<file path="src/rtl/core/ceplc_mul.sv">
// Shared signed multiplier with registered product.
`default_nettype none
module ceplc_mul (
    input  wire logic               i_clk,
    input  wire logic signed [34:0] i_a,
    input  wire logic signed [32:0] i_b,
    output logic signed [67:0]      o_p
);
    logic signed [67:0] r_p;

    always_ff @(posedge i_clk) begin
        r_p <= 68'(i_a) * 68'(i_b);
    end

    assign o_p = r_p;
endmodule
`default_nettype wire

</file>
<file path="config.mk">
export PLATFORM = sky130hd
export DESIGN_NAME = ceplc_mul
export DESIGN_NICKNAME = d
export VERILOG_FILES = /design/src/rtl/core/ceplc_mul.sv
export SDC_FILE = /design/constraint.sdc
export NUM_CORES = 2
export LEC_CHECK = 0
export ABC_AREA = 1
export BUFFER_PORTS_ARGS = -buffer_cell sky130_fd_sc_hd__buf_2
export CAP_MARGIN = 20
export CORE_UTILIZATION = 65
export CTS_BUF_LIST = sky130_fd_sc_hd__clkbuf_8
export CTS_CLUSTER_DIAMETER = 150
export CTS_CLUSTER_SIZE = 10
export DETAILED_ROUTE_END_ITERATION = 7
export GPL_ROUTABILITY_DRIVEN = 0
export PLACE_DENSITY = 0.83
export SYNTH_ARGS = -nofsm -noshare
export SYNTH_HDL_FRONTEND = slang
export SYNTH_SLANG_ARGS = --single-unit
</file>
<file path="constraint.sdc">
create_clock -name i_clk -period 10.51 [get_ports i_clk]
set_clock_uncertainty 0.05 [all_clocks]
set_input_delay 0.5255 -clock i_clk [delete_from_list [all_inputs] [get_ports i_clk]]
set_output_delay 0.5255 -clock i_clk [all_outputs]
set_load 0.05 [all_outputs]
</file>
==> results.toml <==
[worst_setup_path]
critPathLaunchType = "primary input"
slowest_stage = "fa_1"
crit_buf_inv = 7
crit_required_ns = 10.78
max_stage_delay_ns = 0.98
crit_family = "adder cells"
worstSetupPathType = "in2reg"
cp-end-kind = "register"
critPathMaxFanout = 35
arrival_ns = 8.50
crit_top_cell = "fa_1"

[flow_run]
max_cap_violations = 0

[die]
io-pin-count = 137
num_rows = 96
fp.dieArea_sq_um = 70600
core_sq_um = 68700
dieHeight_um = 266
dieWidth_um = 266
initial_core_util = 0.658

[placement]
place_hpwl_um = 101000
portBuffers = 136

[drt]
viasPerCell = 5.42
dr.first_iter.drc_count = 3774
wire_per_inst_um = 18.5
wirelength_um = 123000
num_vias = 35980
ant_nets = 0
firstDrtPassIters = 7
drc_errors = 0

[cts]
cts.htree.levels = 3
cts_tree = "built"
numClockSinks = 68
cts_setup_buffers = 0
ctsHoldBuffers = 0
cts.clk_slew.worst_paths_ns = 0.10
cts-resized-gates = 0
cts-root-buf = "clkbuf_8"
cts_made_buffers = 9
clockBufferDepth = 2

[yosys]
syn_avg_cell_area_sq_um = 7.79
yosysWarnings = 0
synth_fp_nets = 7297
async_flop_share = 0
synth_edf_count = 0
yosys-top-cells-count = "1972 x inv_1, 1645 x nand2_1, 1207 x fa_1, 270 x clkbuf_1, 221 x ha_1"
yosys_register_bits = 68
yosysTopAreaCell = "fa_1"
synthesis.area_sq_um = 45200
synthCells = 5800
ys_top_cells_by_area = "fa_1 53%, inv_1 16%, nand2_1 14%"
ys_types = 28
synthFlopType = "dfxtp_1"
yosys.cell_count.top_type = "inv_1"
yosysSeqAreaShare = 0.0301
synth_top_area_frac = 0.535

[worst_hold_path]
holdPathEnd = "o_p[0]$_DFF_P_"
min_from = "i_a[0]"
hold_class = "in2reg"
holdPathStages = 3

[sta]
final-setup-viol-count = 0
finalMaxSlewViolations = 0
rsz0062_at_grt = "no"
hold_viol_final = 0
post-route-period-util = 0.783
final.min_clock_period_ns = 8.23
relSlewSlack = 0.271
setup_tns_ns = 0
max_slew.worst_pin.slew_ns = 1.09
fmax_ghz = 0.122

[outcome]
status = "finished clean"

[grt]
grt_pass1_wl_um = 200000
grt_use_total = 0.368
grt-ovfl-total = 0
antenna_found_initial = 13
grt_pass1_vias = 38941
grt_max_degree = 36

[final_layout]
largest_reg_flops = 68
syn_to_final_growth_pct = 2.72
nets = 7197
fin_util = 0.676
drive_gt1_frac = 0.0405
[layer usage]
metal	share of wire	GRT usage
met5	0.00028	0.00277
met4	0.056	0.170
met3	0.13	0.104
met2	0.47	0.600
met1	0.35	0.457
[worst min-delay path: cells and delay by family]
| kind | cells | cell delay (ns) |
|---|---|---|
| buffers and inverters | 2 | 0.34 |
| AND/OR/NAND/NOR | 1 | 0.13 |
[worst max-delay path by stage]
stage / slack, ns / from / to / depth (start not counted)
4_1_cts: 2.36 / i_b[3] / o_p[65]$_DFF_P_ / 26
5_1_grt: 1.79 / i_a[34] / o_p[65]$_DFF_P_ / 26
3_3_place_gp: 2.09 / i_a[34] / o_p[67]$_DFF_P_ / 25
2_1_floorplan: 2.88 / i_a[34] / o_p[67]$_DFF_P_ / 26
6_report: 2.28 / i_b[3] / o_p[63]$_DFF_P_ / 25
3_5_place_dp: 1.95 / i_b[3] / o_p[65]$_DFF_P_ / 26
[final cells by class]
type,count,area [sq um]
Antenna cell,8,20.0
Clock buffer,10,138
Clock inverter,6,63.8
Fill cell,5344,22300
Inverter,1973,7410
Multi-Input combinational cell,3488,35400
Sequential cell,68,1360
Tap cell,931,1160
Timing Repair Buffer,160,861
[kinds of logic after synthesis]
group,after synthesis,synth area share
buffers and inverters,2244,0.186
DFF,68,0.0301
xor gates and xnor gates,42,0.00814
adders and majority gates,1428,0.596
AOI/OAI and AO/OA,91,0.0104
and+or+nand+nor,1927,0.169
[cells in the final DEF, fill, tap and decap left out, drive strengths merged]
cell / Yosys / layout
ha: 221 / 221
buf: 1 / 160
o21bai: 4 / 4
nand4: 17 / 17
a21oi: 63 / 63
nor2: 125 / 125
o21ai: 23 / 23
xor2: 36 / 36
diode: 0 / 8
bufinv: 0 / 1
nand2: 1668 / 1668
or2: 6 / 6
nor4: 2 / 2
dfxtp: 68 / 68
xnor2: 6 / 6
a21o: 1 / 1
clkinvlp: 0 / 2
nor3: 11 / 11
clkbuf: 270 / 10
clkinv: 1 / 4
inv: 1972 / 1972
nand3: 97 / 97
fa: 1207 / 1207
nand3b: 1 / 1
[through the flow]
stage / area, sq um / hold slack (ns) / worst slack (ns) / std cells
2_1_floorplan: 45200 / 0.776 / 2.88 / 5800
3_3_place_gp: 46200 / 0.944 / 2.09 / 6620
3_5_place_dp: 46200 / 0.944 / 1.95 / 6620
4_1_cts: 46400 / 0.558 / 2.36 / 6636
5_1_grt: 46400 / 0.612 / 1.79 / 6642
6_report: 46400 / 0.587 / 2.28 / 6644
Power is not shown: default switching activity piles up to over one toggle a cycle in this logic, so the estimate is an artifact.
